### src/design/ifcf_pkg.sv
package ifcf_pkg;

   // Frame geometry, counted in bytes from the Ethernet destination address.
   localparam logic [15:0] MAX_FRAME_BYTES = 16'hFFFF;
   localparam logic [15:0] ETH_HDR_BYTES   = 16'd14;
   localparam logic [15:0] IP6_END_BYTES   = 16'd54;
   localparam logic [15:0] TYPE_HI_POS     = 16'd12;
   localparam logic [15:0] TYPE_LO_POS     = 16'd13;
   localparam logic [15:0] PLEN_HI_POS     = 16'd18;
   localparam logic [15:0] PLEN_LO_POS     = 16'd19;
   localparam logic [15:0] NXT_POS         = 16'd20;
   localparam logic [15:0] SRC_START_POS   = 16'd22;
   localparam logic [15:0] DST_START_POS   = 16'd38;

   localparam logic [15:0] IPV6_FRAME_TYPE = 16'h86DD;
   localparam logic [7:0]  MULTICAST_BYTE  = 8'hFF;
   localparam logic [7:0]  PROTO_ICMPV6    = 8'd58;
   localparam logic [7:0]  PROTO_TCP       = 8'd6;
   localparam logic [7:0]  PROTO_UDP       = 8'd17;
   localparam logic [15:0] CKS_ZERO        = 16'h0000;
   localparam logic [15:0] CKS_ONES        = 16'hFFFF;

   localparam logic [1:0] VERDICT_FORWARD     = 2'd0;
   localparam logic [1:0] VERDICT_NOT_HANDLED = 2'd1;
   localparam logic [1:0] VERDICT_BAD_CKS     = 2'd2;
   localparam logic [1:0] VERDICT_TOO_SHORT   = 2'd3;

   typedef struct packed {
      logic [7:0] data_byte;
      logic       last_byte;
   } req_type;

   typedef struct packed {
      logic [1:0]  verdict;
      logic [15:0] checksum_value;
      logic [7:0]  upper_protocol;
   } rsp_type;

   // Per-frame parse state; also used as the snapshot taken at the last byte.
   typedef struct packed {
      logic [15:0] byte_position;
      logic [15:0] frame_type;
      logic [7:0]  dest_first_byte;
      logic [7:0]  next_header;
      logic [15:0] payload_length;
      logic [15:0] running_sum;
      logic [7:0]  held_high_byte;
      logic [15:0] payload_count;
   } frame_state_type;

   // Partial checksum and early verdict passed between the two finish stages.
   typedef struct packed {
      logic        need_sum;
      logic [1:0]  verdict;
      logic [15:0] partial_sum;
      logic [7:0]  next_header;
   } sum_stage_type;

   // 16-bit ones-complement add with end-around carry.
   function automatic logic [15:0] oc_add(input logic [15:0] a, input logic [15:0] b);
      logic [16:0] s;
      s = {1'b0, a} + {1'b0, b};
      return s[15:0] + {15'd0, s[16]};
   endfunction

endpackage

### src/design/ifcf_parse.sv
module ifcf_parse
   import ifcf_pkg::*;
(
   input  logic            clock,
   input  logic            reset,
   input  logic            take,
   input  req_type         req_byte,
   output frame_state_type updated
);

   frame_state_type state_ff, state_in;
   logic [15:0] p;
   logic [7:0]  b;
   logic        summed;

   always_comb begin
      p       = state_ff.byte_position;
      b       = req_byte.data_byte;
      updated = state_ff;
      summed  = 1'b0;
      if (p < MAX_FRAME_BYTES) begin
         if (p == TYPE_HI_POS) updated.frame_type[15:8] = b;
         if (p == TYPE_LO_POS) updated.frame_type[7:0] = b;
         if (p == PLEN_HI_POS) updated.payload_length[15:8] = b;
         if (p == PLEN_LO_POS) updated.payload_length[7:0] = b;
         if (p == NXT_POS) updated.next_header = b;
         if (p == DST_START_POS) updated.dest_first_byte = b;
         if (p >= SRC_START_POS && p < IP6_END_BYTES) summed = 1'b1;
         if (p >= IP6_END_BYTES && state_ff.payload_count < state_ff.payload_length) begin
            summed = 1'b1;
            updated.payload_count = state_ff.payload_count + 16'd1;
         end
         if (summed) begin
            if (!p[0]) begin
               updated.held_high_byte = b;
            end else begin
               updated.running_sum = oc_add(state_ff.running_sum,
                                            {state_ff.held_high_byte, b});
            end
         end
         updated.byte_position = p + 16'd1;
      end
   end

   // The whole frame state starts over after each final byte.
   always_comb begin
      state_in = state_ff;
      if (take) begin
         state_in = req_byte.last_byte ? '0 : updated;
      end
   end

   always_ff @(posedge clock) begin
      if (reset) begin
         state_ff <= '0;
      end else begin
         state_ff <= state_in;
      end
   end

endmodule

### src/design/ifcf_verdict.sv
module ifcf_verdict
   import ifcf_pkg::*;
(
   input  logic            clock,
   input  logic            load_snap,
   input  logic            load_sum,
   input  frame_state_type snap_in,
   output rsp_type         result
);

   frame_state_type snap_ff;
   sum_stage_type   sum_ff, sum_in;
   logic            proto_ok;
   logic [15:0]     sum1;
   logic [15:0]     sum3;
   logic [15:0]     cks;

   always_ff @(posedge clock) begin
      if (load_snap) begin
         snap_ff <= snap_in;
      end
      if (load_sum) begin
         sum_ff <= sum_in;
      end
   end

   // First finish stage: ordered checks plus the odd-byte pad and length terms.
   always_comb begin
      proto_ok = snap_ff.next_header == PROTO_ICMPV6 || snap_ff.next_header == PROTO_TCP ||
                 snap_ff.next_header == PROTO_UDP;
      sum1 = snap_ff.payload_count[0] ?
             oc_add(snap_ff.running_sum, {snap_ff.held_high_byte, 8'h00}) :
             snap_ff.running_sum;
      sum_in.partial_sum = oc_add(sum1, snap_ff.payload_length);
      sum_in.next_header = snap_ff.next_header;
      sum_in.need_sum    = 1'b0;
      if (snap_ff.byte_position < ETH_HDR_BYTES) begin
         sum_in.verdict = VERDICT_TOO_SHORT;
      end else if (snap_ff.frame_type != IPV6_FRAME_TYPE) begin
         sum_in.verdict = VERDICT_NOT_HANDLED;
      end else if (snap_ff.byte_position < IP6_END_BYTES) begin
         sum_in.verdict = VERDICT_TOO_SHORT;
      end else if (snap_ff.dest_first_byte == MULTICAST_BYTE) begin
         sum_in.verdict = VERDICT_NOT_HANDLED;
      end else if (!proto_ok) begin
         sum_in.verdict = VERDICT_NOT_HANDLED;
      end else if (snap_ff.payload_count < snap_ff.payload_length) begin
         sum_in.verdict = VERDICT_TOO_SHORT;
      end else begin
         sum_in.verdict  = VERDICT_FORWARD;
         sum_in.need_sum = 1'b1;
      end
   end

   // Second finish stage: next header term, complement and final verdict.
   always_comb begin
      sum3                  = oc_add(sum_ff.partial_sum, {8'h00, sum_ff.next_header});
      cks                   = ~sum3;
      result.upper_protocol = sum_ff.next_header;
      if (sum_ff.need_sum) begin
         result.checksum_value = cks;
         result.verdict = (cks == CKS_ZERO || cks == CKS_ONES) ? VERDICT_FORWARD :
                                                                 VERDICT_BAD_CKS;
      end else begin
         result.checksum_value = CKS_ZERO;
         result.verdict        = sum_ff.verdict;
      end
   end

endmodule

### src/design/ipv6_frame_checksum_filter.sv
// Channel | Direction | Handshake            | Payload
// req     | in        | req_valid, req_ready | req_data  (req_type: data_byte, last_byte)
// rsp     | out       | rsp_valid, rsp_ready | rsp_data  (rsp_type: verdict,
//         |           |                      |            checksum_value, upper_protocol)
//
// One frame byte is taken every cycle unless a stalled final byte holds the input
// register; only final bytes produce a response, via the snapshot, sum and response registers.
// The rate is set by the running ones-complement adder in the byte parser.
// Reset is synchronous and active high and clears the parser's frame state and all valid flags.
// When rsp_ready is low the pipeline keeps filling its empty stages, and a
// request holding a non-final byte is always taken once the input register moves.
module ipv6_frame_checksum_filter
   import ifcf_pkg::*;
(
   input  logic    clock,
   input  logic    reset,
   input  logic    req_valid,
   output logic    req_ready,
   input  req_type req_data,
   output logic    rsp_valid,
   input  logic    rsp_ready,
   output rsp_type rsp_data
);

   // Pipeline: input register, frame parser feeding a snapshot register at the
   // final byte, a partial-sum register, and the response register.
   req_type         in_ff;
   logic            in_valid_ff, in_valid_in;
   logic            snap_valid_ff, snap_valid_in;
   logic            sum_valid_ff, sum_valid_in;
   logic            rsp_valid_ff, rsp_valid_in;
   rsp_type         rsp_ff;
   frame_state_type updated;
   rsp_type         result;

   logic out_free, sum_adv, sum_free, snap_adv, snap_free, in_adv;

   // Each stage moves when the one after it is empty or moving too.
   // Non-final bytes never need the finish stages, so they only wait on nothing.
   assign out_free  = !rsp_valid_ff || rsp_ready;
   assign sum_adv   = sum_valid_ff && out_free;
   assign sum_free  = !sum_valid_ff || out_free;
   assign snap_adv  = snap_valid_ff && sum_free;
   assign snap_free = !snap_valid_ff || sum_free;
   assign in_adv    = in_valid_ff && (!in_ff.last_byte || snap_free);
   assign req_ready = !in_valid_ff || in_adv;

   assign in_valid_in   = (req_valid && req_ready) || (in_valid_ff && !in_adv);
   assign snap_valid_in = (in_adv && in_ff.last_byte) || (snap_valid_ff && !snap_adv);
   assign sum_valid_in  = snap_adv || (sum_valid_ff && !sum_adv);
   assign rsp_valid_in  = sum_adv || (rsp_valid_ff && !rsp_ready);

   always_ff @(posedge clock) begin
      if (reset) begin
         in_valid_ff   <= 1'b0;
         snap_valid_ff <= 1'b0;
         sum_valid_ff  <= 1'b0;
         rsp_valid_ff  <= 1'b0;
      end else begin
         in_valid_ff   <= in_valid_in;
         snap_valid_ff <= snap_valid_in;
         sum_valid_ff  <= sum_valid_in;
         rsp_valid_ff  <= rsp_valid_in;
      end
   end

   always_ff @(posedge clock) begin
      if (req_valid && req_ready) begin
         in_ff <= req_data;
      end
      if (sum_adv) begin
         rsp_ff <= result;
      end
   end

   // The parser commits a byte exactly once, when it leaves the input register.
   ifcf_parse u_parse (
      .clock    (clock),
      .reset    (reset),
      .take     (in_adv),
      .req_byte (in_ff),
      .updated  (updated)
   );

   ifcf_verdict u_verdict (
      .clock     (clock),
      .load_snap (in_adv && in_ff.last_byte),
      .load_sum  (snap_adv),
      .snap_in   (updated),
      .result    (result)
   );

   assign rsp_valid = rsp_valid_ff;
   assign rsp_data  = rsp_ff;

   // A fresh response must have come out of the partial-sum stage.
   a_rsp_from_sum: assert property (@(posedge clock) disable iff (reset)
      (rsp_valid_ff && !$past(rsp_valid_ff)) |-> $past(sum_valid_ff))
      else $error("response appeared without a finished checksum stage");

   // Forwarded frames always carry a good checksum.
   a_forward_good: assert property (@(posedge clock) disable iff (reset)
      (rsp_valid_ff && rsp_ff.verdict == VERDICT_FORWARD) |->
      (rsp_ff.checksum_value == CKS_ZERO || rsp_ff.checksum_value == CKS_ONES))
      else $error("forward verdict with a bad checksum");

   // Frames that never reach the checksum report a zero checksum field.
   a_unused_cks_zero: assert property (@(posedge clock) disable iff (reset)
      (rsp_valid_ff && (rsp_ff.verdict == VERDICT_NOT_HANDLED ||
                        rsp_ff.verdict == VERDICT_TOO_SHORT)) |->
      (rsp_ff.checksum_value == CKS_ZERO))
      else $error("checksum field not zero for an unchecked frame");

   // A blocked snapshot stays valid and the partial-sum stage holds while it waits.
   a_no_snapshot_overrun: assert property (@(posedge clock) disable iff (reset)
      (snap_valid_ff && !sum_free) |=> (snap_valid_ff && $stable(sum_valid_ff)))
      else $error("snapshot stage lost or overwritten while stalled");

endmodule

### config.mk
export PLATFORM = sky130hd
export DESIGN_NAME = ipv6_frame_checksum_filter
export DESIGN_NICKNAME = d
export VERILOG_FILES = /design/src/design/ifcf_pkg.sv /design/src/design/ifcf_parse.sv /design/src/design/ifcf_verdict.sv /design/src/design/ipv6_frame_checksum_filter.sv
export SDC_FILE = /design/constraint.sdc
export NUM_CORES = 1
export LEC_CHECK = 0
export BUFFER_PORTS_ARGS = -buffer_cell sky130_fd_sc_hd__buf_4
export CORE_MARGIN = 5
export CORE_UTILIZATION = 65
export DETAILED_ROUTE_END_ITERATION = 12
export GPL_TIMING_DRIVEN = 0
export PLACE_DENSITY = 0.83
export SYNTH_ARGS = -nofsm -noshare
export SYNTH_HDL_FRONTEND = slang
export SYNTH_SLANG_ARGS = --single-unit
### constraint.sdc
create_clock -name clock -period 9.6 [get_ports clock]
set_clock_uncertainty 0.05 [all_clocks]
set_input_delay 0.48 -clock clock [delete_from_list [all_inputs] [get_ports clock]]
set_output_delay 0.48 -clock clock [all_outputs]
set_load 0.03 [all_outputs]
After elaboration in Yosys (flattened, before gate mapping)
Cells that the tools add are included.

Bits in registers: 274. Input bits: 13. Output and inout port bits: 28. Word-level logic and storage cells: 120.

Add/sub/neg operators: 10. $lt $le $gt $ge: 8. Equality and inequality tests: 12. Muxes and demuxes: 24. Bitwise logic cells: 2. Reduce and logical (&&, ||, !) cells: 34.

Operators with widths (count): 104-bit two-way mux (2); 16-bit by 1-bit adder with 16-bit output (4); 8-bit two-way mux (7); 16-bit by 16-bit adder with 17-bit output (3); 16-bit by 5-bit equality test with 1-bit output, second input constant (3); 16-bit two-way mux (3); 16-bit by 1-bit adder with 16-bit output, second input constant (2); 16-bit by 4-bit equality test with 1-bit output, second input constant (2); 16-bit less-than comparator (2); 16-bit by 6-bit less-than comparator with 1-bit output, second input constant (2); 24-bit two-way mux (1); 18-bit two-way mux (1); 16-bit by 8-bit adder with 17-bit output (1); 16-bit equality test, second input constant (1); 16-bit by 6-bit equality test with 1-bit output, second input constant (1); 16-bit by 5-bit greater-or-equal comparator with 1-bit output, second input constant (1); 16-bit by 6-bit greater-or-equal comparator with 1-bit output, second input constant (1); 16-bit logical NOT (1); 16-bit less-than comparator, second input constant (1); 16-bit by 4-bit less-than comparator with 1-bit output, second input constant (1); 16-bit inequality test, second input constant (1); 16-bit inverter (1); 1-bit logical OR (12); 2-bit two-way mux (6); 9 further kinds (30).

Logic depth before layout (Yosys ltp)
Gate-level depths: netlist of the first run.

Depth in word-level cells: 9. Depth in mapped cells: 31. Mapped depth without buffers: 30.

Cells and area by module
A second synthesis of the first run with hierarchy kept.

Cell total of the unflattened synthesis: 1538. Area total of the unflattened synthesis: 15687.5 µm².

Modules (own cells, without submodules): ifcf_verdict (instances 1, cells an instance 640, area each 7463.4 µm², sequential area each 3903.7 µm²); ifcf_parse (instances 1, cells an instance 841, area each 6977.9 µm², sequential area each 2082.0 µm²); ipv6_frame_checksum_filter (instances 1, cells an instance 57, area each 1246.2 µm², sequential area each 1131.1 µm²).

Worst setup path before layout of the first run
Ideal clock, no wire load.

Path type: flip-flop to flip-flop. Start point: register u_verdict.snap_ff[32] (netlist name). End point: register u_verdict.sum_ff[23] (netlist name) (data pin). Setup time: 0.268 ns. Data arrival time: 5.707 ns. Data required time: 9.282 ns. Path slack: 3.576 ns. Stages on the path, launching flop included: 32. Buffers on the path: 1. Period minus slack after synthesis: 6.024 ns. Cell sequence: edfxtp_1 > ha_1 > fa_1 > a21oi_1 > nor2_1 > nor2_1 > o21bai_1 > a21oi_1 > nor2b_1 > o21ai_0 > nand2b_1 > ha_1 > and4_1 > nand2_1 > nor2_1 > nand2_1 > xnor2_1 > ha_1 > clkbuf_1 > o21ai_0 > o21ai_0 > a21oi_1 > o21bai_1 > a21oi_1 > o21ai_0 > ha_1 > and3_1 > nand3_1 > or3_1 > or4_1 > nor4_1 > xnor3_1.

RTL lines: from (decl) (line ifcf_verdict.sv:11) `frame_state_type snap_ff;`; from (signal assigned) (line ifcf_verdict.sv:20) `snap_ff <= snap_in;`; to (signal assigned) (line ifcf_verdict.sv:23) `sum_ff <= sum_in;`; to (decl) (line ifcf_verdict.sv:12) `sum_stage_type sum_ff, sum_in;`.

==> impl_metrics.env, run 1 <==
export IMPL_status="finished clean"
export IMPL_min_path_type="primary input to flop"
export IMPL_rows=55
export IMPL_synth_seq_area_share_pct=47.51
export IMPL_clock_path_buffers=3
export IMPL_yosys_area_top_type="edfxtp_1"
export IMPL_final_nets=1609
export IMPL_path_buf_inv=1
export IMPL_num_io_pins=41
export IMPL_hold_viol_final=0
export IMPL_grt_pass1_vias=11260
export IMPL_wl_um=35280
export IMPL_drive_gt1_share_pct=11.49
export IMPL_rsz0062_at_grt="no"
export IMPL_tightest_slew_ns=1.070
export IMPL_yosys_warnings=0
export IMPL_tritoncts="built"
export IMPL_die_w_um=161.8
export IMPL_cp_num_cells=29
export IMPL_die_height_um=161.8
export IMPL_die_area_mm2=0.02618
export IMPL_final_cells=1808
export IMPL_grt_ovfl_total=0
export IMPL_reg2reg_from="u_verdict.snap_ff[32]"
export IMPL_core_area_mm2=0.02264
export IMPL_critPathSlowestCell="or4_1"
export IMPL_drcViolationCount=0
export IMPL_final_setup_tns_ns=0
export IMPL_leakagePower_uw=0.006414
export IMPL_ys_seq_elements=273
export IMPL_ys_types=77
export IMPL_antenna_found_initial=0
export IMPL_cts_root_buf="clkbuf_16"
export IMPL_synthFlopType="edfxtp_1"
export IMPL_setup_viol=0
export IMPL_clk_latency_ns=0.54
export IMPL_post_cts_buffers=0
export IMPL_critPathTopFamily="compound AO/OA/AOI/OAI gates"
export IMPL_dpl_cell_count=1756
export IMPL_syn_to_final_growth_pct=10.49
export IMPL_start_kind="flop"
export IMPL_hold_path_startpoint="req_data[7]"
export IMPL_netlist_top_cells_area="edfxtp_1 33%, dfxtp_1 14%, ha_1 7.6%"
export IMPL_final_util_pct=73.10
export IMPL_drtAntennaViolNets=0
export IMPL_fmax_ghz=0.1379
export IMPL_grt_total_usage_pct=26.73
export IMPL_synth_enable_flop_cells=165
export IMPL_async_flop_share_pct=0
export IMPL_maxCapViolCount=0
export IMPL_via_count=11350
export IMPL_endpoint_kind="flop"
export IMPL_crit_required_ns=9.83
export IMPL_cts_buffers=28
export IMPL_port_buffers=39
export IMPL_synth_cells=1429
export IMPL_cellPowerDensity_mw_per_mm2=146.6
export IMPL_avgSynthCellArea_um2=10.48
export IMPL_final_min_clock_period_ns=7.250
export IMPL_peakVddDrop_uv=140.0
export IMPL_path_class="flop to flop"
export IMPL_holdBufCountCts=0
export IMPL_grt_pass1_wl_um=56850
export IMPL_netlist_area_leader_share_pct=33.08
export IMPL_critPathLaunch="u_verdict.snap_ff[32]"
export IMPL_hpwlAfterDp_um=25500
export IMPL_critPathArrivalTime_ns=7.47
export IMPL_avgRoutedWirePerCell_um=19.51
export IMPL_vias_per_cell=6.277
export IMPL_slew_headroom_pct=28.18
export IMPL_drt_pass1_iterations=6
export IMPL_slew_violations=0
export IMPL_start_util_pct=66.16
export IMPL_grt_start_max_net_pins=66
export IMPL_cp_max_fo=5
export IMPL_ctsResizeCount=0
export IMPL_gp_congestion=0.8966
export IMPL_cts_sinks=273
export IMPL_cp_slowest_stage_delay_ns=0.50
export IMPL_syn_nets=1537
export IMPL_reg2reg_depth=29
export IMPL_syn_area_mm2=0.01498
export IMPL_post_route_period_util_pct=75.52
export IMPL_n_antenna_cell=0
export IMPL_drt_iter0_markers=1052
export IMPL_htreeDepth=1
export IMPL_hold_path_depth=1
export IMPL_cts_clk_slew_worst_paths_ns=0.06
## kinds of logic after synthesis
group	Yosys count	synth area share (%)
simple gates	440	14.70
compound gates	321	14.61
flops	273	47.51
xor+xnor	119	7.050
buf+inv	114	2.965
fa+ha+maj	95	8.136
mux	67	5.028
## power by group
part / switching (uW) / leakage, uW / internal (uW)
registers: 10.2 / 0.00253 / 1250
logic: 102 / 0.00346 / 47.6
clock network: 445 / 0.000418 / 569
total: 557 / 0.00641 / 1870
## synthesized netlist by cell type, types with 4 or more instances
master and instances:
or3_1 7, a22o_1 13, nor3_1 16, nand2_1 79
and3_1 15, mux2_2 66, ha_1 91, dfxtp_1 108
nand4_1 24, a21o_1 28, xnor2_1 74, a31oi_1 6
o21ai_1 4, nor2b_1 15, nand2b_1 11, o31ai_1 4
clkbuf_1 53, a311oi_1 4, edfxtp_1 165, o2111ai_1 4
buf_1 5, xor2_1 44, and2_1 18, buf_2 4
fa_1 4, nor4b_1 7, o21a_1 7, a22oi_1 77
a21oi_1 80, a211oi_1 5, and4_1 6, nor2_1 166
nand3_1 29, o211ai_1 5, o21bai_1 10, o21ai_0 47
or4_1 5, nor4_1 16, nand4b_1 5, inv_1 50
## worst reg2reg max path: cells and delay by family, from the launching register on
family | cells | cell delay, ns
flops | 1 | 0.40
buf+inv | 1 | 0.07
compound gates | 11 | 2.38
xor+xnor | 2 | 0.43
fa+ha+maj | 5 | 1.51
simple gates | 10 | 2.14
## cell usage in the layout, fill, tap and decap left out, drive strengths merged, types with 11 or more instances in the layout
| cell | count |
|---|---|
| and3 | 15 |
| xnor2 | 74 |
| buf | 53 |
| a21oi | 80 |
| clkbuf | 92 |
| ha | 91 |
| edfxtp | 165 |
| nand4 | 24 |
| dfxtp | 108 |
| o21ai | 52 |
| a21o | 28 |
| and2 | 19 |
| nand2b | 11 |
| nand2 | 80 |
| nor2 | 166 |
| mux2 | 66 |
| a22o | 13 |
| inv | 51 |
| nand3 | 29 |
| xor2 | 44 |
| a22oi | 77 |
| nor3 | 17 |
| nor4 | 16 |
| nor2b | 15 |
## flip-flops by register name, summed over array words and instances (netlist names)
name / flops
u_parse.p: 16
u_parse.state_ff: 88
in_ff: 9
in_valid_ff: 1
u_verdict.result: 8
snap_valid_ff: 1
sum_valid_ff: 1
u_verdict.sum_ff: 19
rsp_valid: 1
u_verdict.snap_ff: 103
rsp_data: 26
## cell type report
class                      instances  area [um2]
sequential                       273        7117
clock inverter                    13       71.32
fill                            1558        6090
tap                              285       356.6
timing repair buffer              42       350.3
multi-input combinational       1042        7428
clock buffer                      39       783.3
inverter                          50       187.7
buffer                            64       256.5
## per-stage QoR
stage          instance area (um2)  hold slack (ns)  total power [uW]  worst slack, ns
6_report                     16550          0.06974              2427            2.350
3_5_place_dp                 15700           0.4040              1435            2.445
4_1_cts                      16550          0.04822              2437            2.327
3_3_place_gp                 15630           0.3853              1430            2.433
5_1_grt                      16550          0.04888              2510            1.802
2_1_floorplan                14980           0.3768              1385            3.576
## layer usage
layer / GRT usage [%] / vias to the layer above / part of all wire [%]
li1: - / 5416 / -
met5: 0 / - / 0
met3: 3.832 / 99 / 7.1
met2: 46.31 / 458 / 48
met4: 10.53 / 0 / 4.4
met1: 34.01 / 5375 / 40
## final timing paths
| kind | to | slack (ns) |
|---|---|---|
| hold reg to reg | rsp_data[2] | 0.41 |
| hold / removal | in_ff[7] | 0.07 |
| setup / recovery | u_verdict.sum_ff[23] | 2.35 |
| setup reg to reg | u_verdict.sum_ff[23] | 2.35 |
No activity file was read; power rests on OpenSTA's default activity.
==> run 2: changes to the inputs <==
- CORE_UTILIZATION: 65 -> 57
- PLACE_DENSITY: 0.83 -> 0.77
- clock period: 9.6 -> 6 ns (I/O delays scaled with it)
==> impl_metrics.env, run 2 (same netlist as run 1, synthesis figures left out) <==
export IMPL_die_w_um=172.1
export IMPL_fill_cells=1893
export IMPL_violations="negative setup slack"
export IMPL_dp_slack_ns=-0.9738
export IMPL_tightest_slew_ns=0.9369
export IMPL_htreeDepth=1
export IMPL_die_area_mm2=0.02962
export IMPL_slew_headroom_pct=37.12
export IMPL_final_cells=1901
export IMPL_port_buffers=39
export IMPL_tritoncts="built"
export IMPL_hold_viol_final=0
export IMPL_post_route_period_util_pct=102.8
export IMPL_cts_buffers=28
export IMPL_drt_pass1_iterations=5
export IMPL_cellPowerDensity_mw_per_mm2=235.4
export IMPL_cts_sinks=273
export IMPL_cp_common_cell="buf_4"
export IMPL_crit_required_ns=6.25
export IMPL_rows=59
export IMPL_placed_cell_area_mm2=0.01577
export IMPL_grt_ovfl_total=0
export IMPL_drtAntennaViolNets=0
export IMPL_hold_path_depth=4
export IMPL_clk_latency_ns=0.57
export IMPL_via_count=11570
export IMPL_mostFrequentLayoutCells="165 x nor2_1, 165 x edfxtp_1, 108 x dfxtp_1"
export IMPL_wl_um=36600
export IMPL_largest_reg_flops=103
export IMPL_critPathArrivalTime_ns=6.42
export IMPL_antenna_found_initial=0
export IMPL_reg2reg_depth=33
export IMPL_final_min_clock_period_ns=6.166
export IMPL_rsz0062_at_grt="yes"
export IMPL_syn_to_final_growth_pct=16.28
export IMPL_hold_path_startpoint="rsp_ready"
export IMPL_vias_per_cell=6.086
export IMPL_cts_clk_slew_worst_paths_ns=0.06
export IMPL_endpoint_kind="flop"
export IMPL_dpl_cell_count=1806
export IMPL_drt_iter0_markers=691
export IMPL_avgRoutedWirePerCell_um=19.25
export IMPL_n_antenna_cell=0
export IMPL_clock_path_buffers=3
export IMPL_cts_root_buf="clkbuf_16"
export IMPL_maxCapViolCount=0
export IMPL_peakVddDrop_uv=310.3
export IMPL_num_io_pins=41
export IMPL_critPathLaunch="u_verdict.snap_ff[32]"
export IMPL_path_class="flop to flop"
export IMPL_grt_start_max_net_pins=57
export IMPL_grt_total_usage_pct=23.91
export IMPL_start_kind="flop"
export IMPL_critPathSlowestCell="or4_4"
export IMPL_hpwlAfterDp_um=25320
export IMPL_start_util_pct=57.65
export IMPL_drive_gt1_share_pct=16.35
export IMPL_core_area_mm2=0.02598
export IMPL_worst_slack_ns=-0.1664
export IMPL_setup_viol=1
export IMPL_fmax_ghz=0.1622
export IMPL_cp_max_fo=3
export IMPL_cp_slowest_stage_delay_ns=0.56
export IMPL_fin_area_mm2=0.01742
export IMPL_die_height_um=172.1
export IMPL_slew_violations=0
export IMPL_regMostFlops="u_verdict.snap_ff"
export IMPL_drcViolationCount=0
export IMPL_gp_congestion=0.9025
export IMPL_reg2reg_from="u_verdict.snap_ff[32]"
export IMPL_grt_pass1_vias=11090
export IMPL_status="complete, but fails checks"
export IMPL_min_path_type="primary input to flop"
export IMPL_grt_pass1_wl_um=56740
export IMPL_leakagePower_uw=0.006721
export IMPL_final_nets=1652
## run 2: changes by cell type in the layout (fill, tap and decap cells not counted), sizes merged
| cell | delta |
|---|---|
| buf | +36 |
| bufinv | +3 |
| clkinv | -6 |
| clkinvlp | +1 |
| dlygate4sd3 | +10 |
| inv | -1 |
## run 2: path summary, 6_finish.rpt
check | endpoint | slack (ns)
hold reg to reg | u_verdict.result[7] | 0.40
hold / removal | rsp_valid | 0.04
setup reg to reg | u_verdict.sum_ff[23] | -0.17
setup / recovery | u_verdict.sum_ff[23] | -0.17
## run 2: layout make-up
cell class | count | area [um2] | share of cell area [%]
Buffer | 61 | 245.2 | 1.408
Inverter | 50 | 187.7 | 1.078
Clock buffer | 42 | 814.5 | 4.676
Timing Repair Buffer | 88 | 733.2 | 4.209
Tap cell | 335 | 419.2 | 2.406
Clock inverter | 10 | 156.4 | 0.8979
Sequential cell | 273 | 7117 | 40.86
Multi-Input combinational cell | 1042 | 7745 | 44.47
## run 2: repair_timing
item	in CTS	in global routing
hold endpoints to repair	10	0
buffers inserted	18	18
pin swaps	9	18
resized for setup	22	38
setup endpoints to repair	15	6
hold buffers	10	0
## run 2: through the flow
stage                     power, uW  setup TNS, ns  hold WS (ns)  util, %
final                          4099        -0.1664       0.04133    67.03
after global routing           4225         -1.116       0.06475    67.03
after CTS                      4094              0      0.003290    65.72
after detailed placement       2295         -5.283        0.3845    60.69
after global placement         2290         -5.010        0.3799    60.39
after floorplan                2216              0        0.3489        -
## run 2: routing by layer
layer	routed length, um	track usage, %	vias to the layer above
met1	15210	31.74	5633
met4	917	5.947	0
met3	2384	3.086	73
met2	18090	41.84	359
met5	0	0	-
li1	-	-	5505
## run 2: critical path, delay by kind of cell (launching register included)
kind,cells,cell delay (ns)
adder cells (fa/ha/maj),4,1.14
buffers and inverters,12,1.22
AO/OA/AOI/OAI,4,0.43
XOR/XNOR,4,0.74
AND/OR/NAND/NOR,9,1.91
flip-flops,1,0.42
## run 2: power by group
part / internal, uW / switching, uW / total (uW)
sequential: 2010 / 16.1 / 2020
combinational: 97.5 / 176 / 274
clock: 1070 / 733 / 1800
total: 3170 / 925 / 4100
